<file path="src/assert_macros.svh">
// Assertion macros shared by the RTL of the frequency-ranked cache.
// Each macro expects a clock named i_clk and an active-low reset named i_rst_n.
`ifndef ASSERT_MACROS_SVH
`define ASSERT_MACROS_SVH

// Same-cycle implication, checked only while out of reset.
`define ASSERT_NOW(lbl, ant, con, msg) \
    lbl: assert property (@(posedge i_clk) disable iff (!i_rst_n) (ant) |-> (con)) \
        else $error(msg);

// Next-cycle implication, checked only while out of reset.
`define ASSERT_NXT(lbl, ant, con, msg) \
    lbl: assert property (@(posedge i_clk) disable iff (!i_rst_n) (ant) |=> (con)) \
        else $error(msg);

`endif

</file>
<file path="src/lfu_pkg.sv">
// Shared types and constants of the frequency-ranked cache.
// No dependencies; used by lfu_cmp and lfu_cache_lru_tiebreak.
package lfu_pkg;

    localparam int CAPACITY_DEF = 16;
    localparam int CAP_W        = 5;
    localparam logic [CAP_W-1:0] CAP_RESET = 5'd16;
    localparam int DATA_W       = 32;
    localparam int STAMP_W      = 64;

    localparam logic OP_GET = 1'b0;
    localparam logic OP_PUT = 1'b1;

    localparam logic [DATA_W-1:0] COUNT_MAX = '1;

    typedef struct packed {
        logic                     operation;
        logic signed [DATA_W-1:0] key;
        logic signed [DATA_W-1:0] value;
    } t_in_item;

    typedef struct packed {
        logic                     found;
        logic signed [DATA_W-1:0] read_value;
        logic                     evicted;
        logic signed [DATA_W-1:0] evicted_key;
    } t_out_item;

    typedef struct packed {
        logic [DATA_W-1:0]  key;
        logic [DATA_W-1:0]  value;
        logic [DATA_W-1:0]  count;
        logic [STAMP_W-1:0] stamp;
    } t_entry;

    typedef struct packed {
        logic key_hit;
        logic ranks_lower;
    } t_cmp_res;

endpackage

</file>
<file path="src/lfu_ram.sv">
// Entry store of the cache: one write port, one read port, registered read data.
// Depends on nothing; widths come from its parameters.
module lfu_ram #(
    parameter int DEPTH = 16,
    parameter int WIDTH = 160
) (
    input  logic                                  i_clk,
    input  logic                                  i_we,
    input  logic [(DEPTH > 1 ? $clog2(DEPTH) : 1)-1:0] i_waddr,
    input  logic [WIDTH-1:0]                      i_wdata,
    input  logic [(DEPTH > 1 ? $clog2(DEPTH) : 1)-1:0] i_raddr,
    output logic [WIDTH-1:0]                      o_rdata
);

    logic [WIDTH-1:0] r_mem [DEPTH];
    logic [WIDTH-1:0] r_rdata;

    always_ff @(posedge i_clk) begin
        if (i_we) begin
            r_mem[i_waddr] <= i_wdata;
        end
    end

    always_ff @(posedge i_clk) begin
        r_rdata <= r_mem[i_raddr];
    end

    assign o_rdata = r_rdata;

endmodule

</file>
<file path="src/lfu_cmp.sv">
// Shared compare unit: key match and (count, stamp) ranking of one entry.
// Depends on lfu_pkg for the entry and result types.
module lfu_cmp (
    input  logic [lfu_pkg::DATA_W-1:0]  i_key,
    input  lfu_pkg::t_entry             i_entry,
    input  logic [lfu_pkg::DATA_W-1:0]  i_best_count,
    input  logic [lfu_pkg::STAMP_W-1:0] i_best_stamp,
    output lfu_pkg::t_cmp_res           o_res
);

    // An entry ranks lower when it is used less often, or equally often but longer ago.
    always_comb begin
        o_res.key_hit     = (i_entry.key == i_key);
        o_res.ranks_lower = (i_entry.count < i_best_count) ||
                            ((i_entry.count == i_best_count) &&
                             (i_entry.stamp < i_best_stamp));
    end

endmodule

</file>
<file path="src/lfu_cache_lru_tiebreak.sv">
// Key-value cache with least-frequently-used replacement, oldest use breaking ties.
// Input channel: i_in_valid / i_in_data / o_in_stall; a beat is taken at a rising edge
// with valid high and stall low. Each beat is a get or a put of a key (and a value).
// Output channel: o_out_valid / o_out_data / i_out_stall, one result beat per input beat.
// Configuration: i_cfg_valid / i_cfg_data / o_cfg_ready writes the capacity register;
// ready is always high, and the register should only be written while the block is idle.
// Timing: after an input beat the sequencer scans every slot of the entry store, one slot
// per cycle through the single read port and the shared compare unit, looking at once for
// a key hit, the lowest-ranked victim, the first free slot and the number of used slots.
// The result is registered in the finishing step, and the next input beat is taken only
// once the sequencer is back in idle. The scan runs slot by slot because the entry store
// has only one read port.
// When the receiver stalls, the finished result waits in the output register; the next
// item is still taken and scanned, and only its final update waits until the output
// register is free.
// Reset (synchronous, active low) empties the cache, clears the use clock and sets the
// capacity to 16. No clearing pass is needed: per-slot valid bits live in flip-flops.
module lfu_cache_lru_tiebreak #(
    parameter int CAPACITY = lfu_pkg::CAPACITY_DEF
) (
    input  logic                         i_clk,
    input  logic                         i_rst_n,
    input  logic                         i_in_valid,
    input  lfu_pkg::t_in_item            i_in_data,
    output logic                         o_in_stall,
    output logic                         o_out_valid,
    output lfu_pkg::t_out_item           o_out_data,
    input  logic                         i_out_stall,
    input  logic                         i_cfg_valid,
    input  logic [lfu_pkg::CAP_W-1:0]    i_cfg_data,
    output logic                         o_cfg_ready
);

    `include "assert_macros.svh"

    localparam int IdxW  = (CAPACITY > 1) ? $clog2(CAPACITY) : 1;
    localparam int UsedW = $clog2(CAPACITY + 1);
    localparam int CmpW  = (UsedW > lfu_pkg::CAP_W) ? UsedW : lfu_pkg::CAP_W;
    localparam int EntW  = $bits(lfu_pkg::t_entry);
    localparam logic [IdxW-1:0] LastIdx = IdxW'(CAPACITY - 1);

    typedef enum logic [1:0] {
        S_IDLE,
        S_SCAN,
        S_DRAIN,
        S_FINISH
    } t_state;

    t_state                         r_state;
    logic [lfu_pkg::CAP_W-1:0]      r_capacity;
    logic [CAPACITY-1:0]            r_valid;
    logic [lfu_pkg::STAMP_W-1:0]    r_clock;

    // Latched request.
    logic                           r_op;
    logic [lfu_pkg::DATA_W-1:0]     r_key;
    logic [lfu_pkg::DATA_W-1:0]     r_value;

    // Scan pointers: r_idx is the address being read, r_eidx the slot whose data is out.
    logic [IdxW-1:0]                r_idx;
    logic [IdxW-1:0]                r_eidx;
    logic                           r_pend;

    // Scan results.
    logic                           r_hit;
    logic [IdxW-1:0]                r_hit_idx;
    logic [lfu_pkg::DATA_W-1:0]     r_hit_val;
    logic [lfu_pkg::DATA_W-1:0]     r_hit_cnt;
    logic                           r_vic;
    logic [IdxW-1:0]                r_vic_idx;
    logic [lfu_pkg::DATA_W-1:0]     r_vic_key;
    logic [lfu_pkg::DATA_W-1:0]     r_vic_cnt;
    logic [lfu_pkg::STAMP_W-1:0]    r_vic_stamp;
    logic                           r_free;
    logic [IdxW-1:0]                r_free_idx;
    logic [UsedW-1:0]               r_used;

    logic                           r_out_valid;
    lfu_pkg::t_out_item             r_out;

    // Memory and compare unit hookup.
    logic [EntW-1:0]                w_rdata;
    lfu_pkg::t_entry                w_entry;
    lfu_pkg::t_cmp_res              w_cmp;
    logic                           w_we;
    logic [IdxW-1:0]                w_waddr;
    lfu_pkg::t_entry                w_wentry;

    // Finishing decisions.
    logic                           w_in_acc;
    logic                           w_out_free;
    logic                           w_slot_valid;
    logic [CmpW-1:0]                w_cap_eff;
    logic                           w_cap_zero;
    logic                           w_full;
    logic                           w_evict;
    logic                           w_insert;
    logic [IdxW-1:0]                w_ins_idx;
    logic                           w_touch;
    logic [lfu_pkg::DATA_W-1:0]     w_hit_cnt_inc;

    assign w_entry = lfu_pkg::t_entry'(w_rdata);

    lfu_ram #(
        .DEPTH (CAPACITY),
        .WIDTH (EntW)
    ) u_ram (
        .i_clk   (i_clk),
        .i_we    (w_we),
        .i_waddr (w_waddr),
        .i_wdata (EntW'(w_wentry)),
        .i_raddr (r_idx),
        .o_rdata (w_rdata)
    );

    lfu_cmp u_cmp (
        .i_key        (r_key),
        .i_entry      (w_entry),
        .i_best_count (r_vic_cnt),
        .i_best_stamp (r_vic_stamp),
        .o_res        (w_cmp)
    );

    assign o_in_stall  = (r_state != S_IDLE);
    assign o_cfg_ready = 1'b1;
    assign o_out_valid = r_out_valid;
    assign o_out_data  = r_out;

    assign w_in_acc     = i_in_valid && !o_in_stall;
    assign w_out_free   = !r_out_valid || !i_out_stall;
    assign w_slot_valid = r_valid[r_eidx];

    // The effective capacity is the register value, capped at the physical slot count.
    always_comb begin
        if (CmpW'(r_capacity) > CmpW'(CAPACITY)) begin
            w_cap_eff = CmpW'(CAPACITY);
        end else begin
            w_cap_eff = CmpW'(r_capacity);
        end
    end

    assign w_cap_zero    = (r_capacity == '0);
    assign w_full        = (CmpW'(r_used) >= w_cap_eff);
    assign w_hit_cnt_inc = (r_hit_cnt == lfu_pkg::COUNT_MAX) ? r_hit_cnt
                                                             : r_hit_cnt + 1'b1;

    // A hit on a get, or on a put with a nonzero capacity, refreshes that entry.
    // A put of a new key evicts when the used slots reach the capacity, then inserts
    // into the first free slot or, failing that, into the victim's slot.
    always_comb begin
        w_touch   = r_hit && ((r_op == lfu_pkg::OP_GET) || !w_cap_zero);
        w_evict   = (r_op == lfu_pkg::OP_PUT) && !w_cap_zero && !r_hit && w_full && r_vic;
        w_insert  = (r_op == lfu_pkg::OP_PUT) && !w_cap_zero && !r_hit && (r_free || w_evict);
        w_ins_idx = r_free ? r_free_idx : r_vic_idx;

        w_wentry = '0;
        w_waddr  = r_hit_idx;
        if (w_touch) begin
            w_wentry.key   = r_key;
            w_wentry.value = (r_op == lfu_pkg::OP_PUT) ? r_value : r_hit_val;
            w_wentry.count = w_hit_cnt_inc;
            w_wentry.stamp = r_clock;
        end else begin
            w_waddr        = w_ins_idx;
            w_wentry.key   = r_key;
            w_wentry.value = r_value;
            w_wentry.count = lfu_pkg::DATA_W'(1);
            w_wentry.stamp = r_clock;
        end
        w_we = (r_state == S_FINISH) && w_out_free && (w_touch || w_insert);
    end

    always_ff @(posedge i_clk) begin
        if (!i_rst_n) begin
            r_state     <= S_IDLE;
            r_capacity  <= lfu_pkg::CAP_RESET;
            r_valid     <= '0;
            r_clock     <= '0;
            r_pend      <= 1'b0;
            r_out_valid <= 1'b0;
        end else begin
            if (i_cfg_valid && o_cfg_ready) begin
                r_capacity <= i_cfg_data;
            end

            // The finishing step reloads the output register itself.
            if (r_out_valid && !i_out_stall && (r_state != S_FINISH)) begin
                r_out_valid <= 1'b0;
            end

            // Evaluate the slot whose data the memory presents this cycle.
            if (r_pend) begin
                if (w_slot_valid) begin
                    r_used <= r_used + UsedW'(1);
                    if (w_cmp.key_hit && !r_hit) begin
                        r_hit     <= 1'b1;
                        r_hit_idx <= r_eidx;
                        r_hit_val <= w_entry.value;
                        r_hit_cnt <= w_entry.count;
                    end
                    if (!r_vic || w_cmp.ranks_lower) begin
                        r_vic       <= 1'b1;
                        r_vic_idx   <= r_eidx;
                        r_vic_key   <= w_entry.key;
                        r_vic_cnt   <= w_entry.count;
                        r_vic_stamp <= w_entry.stamp;
                    end
                end else if (!r_free) begin
                    r_free     <= 1'b1;
                    r_free_idx <= r_eidx;
                end
            end

            unique case (r_state)
                S_IDLE: begin
                    if (w_in_acc) begin
                        r_op    <= i_in_data.operation;
                        r_key   <= i_in_data.key;
                        r_value <= i_in_data.value;
                        r_idx   <= '0;
                        r_pend  <= 1'b0;
                        r_hit   <= 1'b0;
                        r_vic   <= 1'b0;
                        r_free  <= 1'b0;
                        r_used  <= '0;
                        r_state <= S_SCAN;
                    end
                end
                S_SCAN: begin
                    r_pend <= 1'b1;
                    r_eidx <= r_idx;
                    if (r_idx == LastIdx) begin
                        r_state <= S_DRAIN;
                    end else begin
                        r_idx <= r_idx + IdxW'(1);
                    end
                end
                S_DRAIN: begin
                    r_pend  <= 1'b0;
                    r_state <= S_FINISH;
                end
                S_FINISH: begin
                    if (w_out_free) begin
                        if (w_touch || w_insert) begin
                            r_clock <= r_clock + lfu_pkg::STAMP_W'(1);
                        end
                        // Without a free slot the new key reuses the victim's slot,
                        // which then simply stays valid.
                        if (w_evict && r_free) begin
                            r_valid[r_vic_idx] <= 1'b0;
                        end
                        if (w_insert) begin
                            r_valid[w_ins_idx] <= 1'b1;
                        end
                        r_out.found       <= r_hit;
                        r_out.read_value  <= (r_hit && (r_op == lfu_pkg::OP_GET)) ?
                                             r_hit_val : '0;
                        r_out.evicted     <= w_evict;
                        r_out.evicted_key <= w_evict ? r_vic_key : '0;
                        r_out_valid       <= 1'b1;
                        r_state           <= S_IDLE;
                    end else if (r_out_valid && !i_out_stall) begin
                        r_out_valid <= 1'b0;
                    end
                end
                default: begin
                    r_state <= S_IDLE;
                end
            endcase
        end
    end

    // A result beat only appears out of the finishing step.
    `ASSERT_NOW(a_out_from_finish, $rose(r_out_valid), $past(r_state == S_FINISH),
        "result appeared outside the finishing step")
    // A put of a new key with a nonzero capacity always has somewhere to go.
    `ASSERT_NOW(a_put_has_slot,
        (r_state == S_FINISH) && (r_op == lfu_pkg::OP_PUT) && !r_hit && !w_cap_zero,
        r_free || r_vic, "put of a new key found neither a free slot nor a victim")
    // The use clock advances by at most one per item.
    `ASSERT_NXT(a_clock_step, 1'b1,
        (r_clock == $past(r_clock)) || (r_clock == $past(r_clock) + lfu_pkg::STAMP_W'(1)),
        "use clock jumped")
    // The number of held entries grows by at most one per cycle.
    `ASSERT_NXT(a_fill_step, 1'b1, $countones(r_valid) <= $countones($past(r_valid)) + 1,
        "more than one entry filled at once")

endmodule
</file>
<file path="config.mk">
export PLATFORM = sky130hd
export DESIGN_NAME = lfu_cache_lru_tiebreak
export DESIGN_NICKNAME = d
export VERILOG_FILES = /design/src/lfu_pkg.sv /design/src/lfu_ram.sv /design/src/lfu_cmp.sv /design/src/lfu_cache_lru_tiebreak.sv
export VERILOG_INCLUDE_DIRS = /design/src /design/src/src
export SDC_FILE = /design/constraint.sdc
export NUM_CORES = 2
export LEC_CHECK = 0
export ABC_AREA = 1
export BUFFER_PORTS_ARGS = -buffer_cell sky130_fd_sc_hd__buf_2
export CAP_MARGIN = 15
export CORE_MARGIN = 5
export CORE_UTILIZATION = 40
export CTS_BUF_LIST = sky130_fd_sc_hd__clkbuf_2
export DETAILED_ROUTE_END_ITERATION = 6
export PLACE_DENSITY = 0.62
export SKIP_CTS_REPAIR_TIMING = 1
export SYNTH_ARGS = -nofsm -noshare
export SYNTH_HDL_FRONTEND = slang
export SYNTH_SLANG_ARGS = --single-unit
</file>
<file path="constraint.sdc">
create_clock -name i_clk -period 23.2 [get_ports i_clk]
set_clock_uncertainty 0.1 [all_clocks]
set_input_delay 5.8 -clock i_clk [delete_from_list [all_inputs] [get_ports i_clk]]
set_output_delay 5.8 -clock i_clk [all_outputs]
set_load 0.005 [all_outputs]
</file>
==> out/qor.yml <==
critical_path:
  worstSetupPathType: "in2reg"
  crit_buf_inv: 6
  crit_family: "buffers and inverters"
  start_kind: "primary input"
  required_ps: 24440
  endpoint_kind: "flop"
  crit_start: "i_out_stall"
  cp_slowest_cell: "buf_4"
  reg2reg_depth: 14
  r2r_start: "r_used[4]$_DFFE_PP_"
  r2r-end: "u_ram.r_mem[4][16]$_DFFE_PP_"
  critPathMaxStageDelay_ps: 850
  timing.critical_path.mode_cell: "buf_4"
  worstPathMaxFanout: 54
  cp.arrival_ps: 11180
  rrSetupSlack_ps: 16270
  worstPathCellList: "buf_2, nand2_1, inv_1, nor2_4, nand2_2, clkinv_2, nand3_1, nor2_4, buf_4, buf_4, buf_4"
global_routing:
  met2_usage_pct: 33.0
  grtUsageMet3_pct: 3.52
  antenna_found_initial: 16
  gr-usage-all-layers_pct: 19.7
  grt-ovfl-total: 0
  grt_pass1_vias: 78400
  grt_max_degree: 231
  met1_usage_pct: 26.2
  grt_pass1_wl_um: 484000
  busiest_layer: "met2"
cts:
  cts_buffer_depth: 4
  cts_root_buf: "clkbuf_2"
  cts-htree-levels: 6
  clk_latency_ps: 1850
  tritoncts: "yes"
  numCtsBuffers: 743
  clk_pin_slew_worst_paths_ps: 110
  clock_sinks: 3160
placement:
  place.gp.congestion: 0.864
  placed_cells: 13100
  dp_hpwl_um: 171000
  port_buffers: 142
timing:
  setup_violations: 0
  period_needed_ps: 9940
  setup_tns_ps: 0
  hold_viol_final: 0
  slew_viol_final: 0
  max_slew.worst_pin.slew_ps: 1270
  timing.final.crit_share_pct: 42.8
  timing.fmax_ghz: 0.101
  rsz0062_at_grt: "false"
  timing.slew.headroom_pct: 15.5
drt:
  wl_per_cell_um: 22.4
  drt-pass1-iter-count: 6
  ant_nets: 0
  drt_iter0_drc: 7862
  drc: 0
  wl_um: 326000
  vias_per_cell: 5.47
  vias: 79400
power_and_ir_drop:
  ir_worst_vdd_mv: 0.0611
  power_frac_seq_pct: 52.3
  clkPwrFrac_pct: 28.7
  p_switching_mw: 4.16
  power_density_nw_per_um2: 95.3
  power.leakage_nw: 44.0
  comb_power_share_pct: 19.0
  p_int_mw: 8.68
  p_sw_share_pct: 32.4
job:
  maxCapViolations: 0
synth:
  ys.flop_type: "edfxtp_1"
  synth_largest_area_cell: "edfxtp_1"
  ys_ff_latch: 3160
  async_reset_ff_share_pct: 0
  synth_cells: 9315
  synth_common_cells: "edfxtp_1 (2911), nor2_1 (1526), o21ai_0 (1385), nand2_1 (739), clkbuf_1 (418)"
  avgSynthCellArea_sq_um: 13.2
  netlist_area_sq_um: 123000
  synth_edf_count: 2911
  yosys-top-cells-area: "edfxtp_1 (71%), o21ai_0 (5.7%), nor2_1 (4.7%), dfxtp_1 (4.1%), nand2_1 (2.3%)"
  yosysMostFrequentCell: "edfxtp_1"
  synth_seq_area_share_pct: 75.4
  synth_warnings: 0
  synth_top_area_share_pct: 71.3
  synth_nets: 9498
  ys_types: 46
cells_and_area:
  area_growth_pct: 9.90
  instances_no_fill: 14500
  drive_gt1_share_pct: 15.1
  final_nets: 9975
floorplan:
  dieArea_sq_um: 318000
  num_rows: 203
  die_y_um: 563
  die_w_um: 563
  coreArea_sq_um: 306000
  ioPinCount: 144
  start_util_pct: 40.1
run_status:
  outcome: "complete, no violations"
worst_hold_path:
  worstHoldPathCells: 0
  hold_end: "r_hit_val[30]$_DFFE_PP_"
  hold_path.class: "reg2reg"
  min_from: "u_ram.o_rdata[126]$_DFF_P_"
[worst max path at each step]
stage                                                to  slack (ps)  cells past startpoint
after floorplan             u_ram.r_mem[0][0]$_DFFE_PP_        9350                      7
after global placement    u_ram.r_mem[4][148]$_DFFE_PP_       11530                     11
after detailed placement  u_ram.r_mem[4][147]$_DFFE_PP_       11510                     11
after CTS                  u_ram.r_mem[4][16]$_DFFE_PP_       13450                     11
after global routing       u_ram.r_mem[5][12]$_DFFE_PP_       13230                     11
final                      u_ram.r_mem[4][16]$_DFFE_PP_       13260                     11
[metal layers]
metal  vias up  routed length (um)
met5         -                  69
met1     39500              134000
li1      35800                   -
met2      3503              158000
met3       571               25200
met4        10                8520
[metrics by stage]
stage	utilization, %	worst slack, ps	hold WS [ps]	total power [mW]	cell area [sq um]
6_report	44.1	13260	298	12.8	135000
2_1_floorplan	-	9350	286	8.34	123000
5_1_grt	44.1	13230	292	13.5	135000
3_3_place_gp	41.7	11530	291	9.21	128000
4_1_cts	44.0	13450	301	12.9	135000
3_5_place_dp	41.7	11510	289	9.28	128000
[cells in the final DEF, fill, tap and decap left out, types with 5 or more instances in the layout]
master | synthesis | layout
o211ai_1 | 71 | 71
buf_2 | 113 | 142
clkinv_2 | 1 | 21
nand3_1 | 369 | 369
o22ai_1 | 387 | 387
xor2_1 | 60 | 60
nor3_1 | 56 | 55
clkinvlp_4 | 0 | 10
diode_2 | 0 | 13
xnor2_1 | 47 | 47
o21ai_0 | 1385 | 1380
nor2_2 | 7 | 6
nand4_1 | 39 | 39
o21ai_1 | 3 | 7
dfxtp_1 | 249 | 249
nor2_4 | 0 | 21
clkbuf_2 | 1 | 1145
nor4_1 | 9 | 9
buf_4 | 14 | 141
buf_12 | 0 | 11
o221ai_1 | 254 | 254
clkinv_4 | 0 | 6
inv_2 | 9 | 15
clkinv_1 | 0 | 153
nor2_1 | 1526 | 1506
inv_1 | 319 | 316
bufinv_16 | 0 | 16
o21a_1 | 5 | 5
ha_1 | 108 | 108
nor3_2 | 8 | 9
a21oi_1 | 146 | 145
edfxtp_1 | 2911 | 2911
or2_2 | 6 | 6
nand2_1 | 739 | 739
[sequential cells by signal (all words and copies together), names as in the netlist, 16 cells and up]
register and flops:
r_value 32, r_hit_val 32, r_hit_cnt 32, o_out_data 66, r_key 32, r_vic_cnt 32, r_vic_stamp 64, u_ram.o_rdata 160
r_clock 64, r_vic_key 32, r_valid 16, u_ram.r_mem 2560
[power by group through the flow]
stage	registers [mW]	logic (mW)	clock network (mW)
6_report	6.72	2.44	3.68
5_1_grt	6.74	2.68	4.08
4_1_cts	6.72	2.44	3.78
3_5_place_dp	6.85	2.43	0
3_3_place_gp	6.84	2.37	0
2_1_floorplan	6.77	1.57	0
[cell type report]
| class | count | area [sq um] |
|---|---|---|
| Antenna cell | 13 | 32.5 |
| Timing Repair Buffer | 295 | 2000 |
| Clock buffer | 1145 | 5730 |
| Inverter | 329 | 1270 |
| Sequential cell | 3160 | 92400 |
| Clock inverter | 216 | 1340 |
| Fill cell | 27800 | 171000 |
| Multi-Input combinational cell | 5263 | 26800 |
| Tap cell | 4100 | 5130 |
[kinds of logic after synthesis]
family	after synthesis	share of synthesized area (%)
flops	3160	75.4
fa+ha+maj	108	1.10
compound gates	2269	10.6
simple gates	2778	9.17
other cells	1	0.00306
xor+xnor	107	0.765
buf+inv	892	2.90
Note: power is estimated with default switching activity, not from simulation.
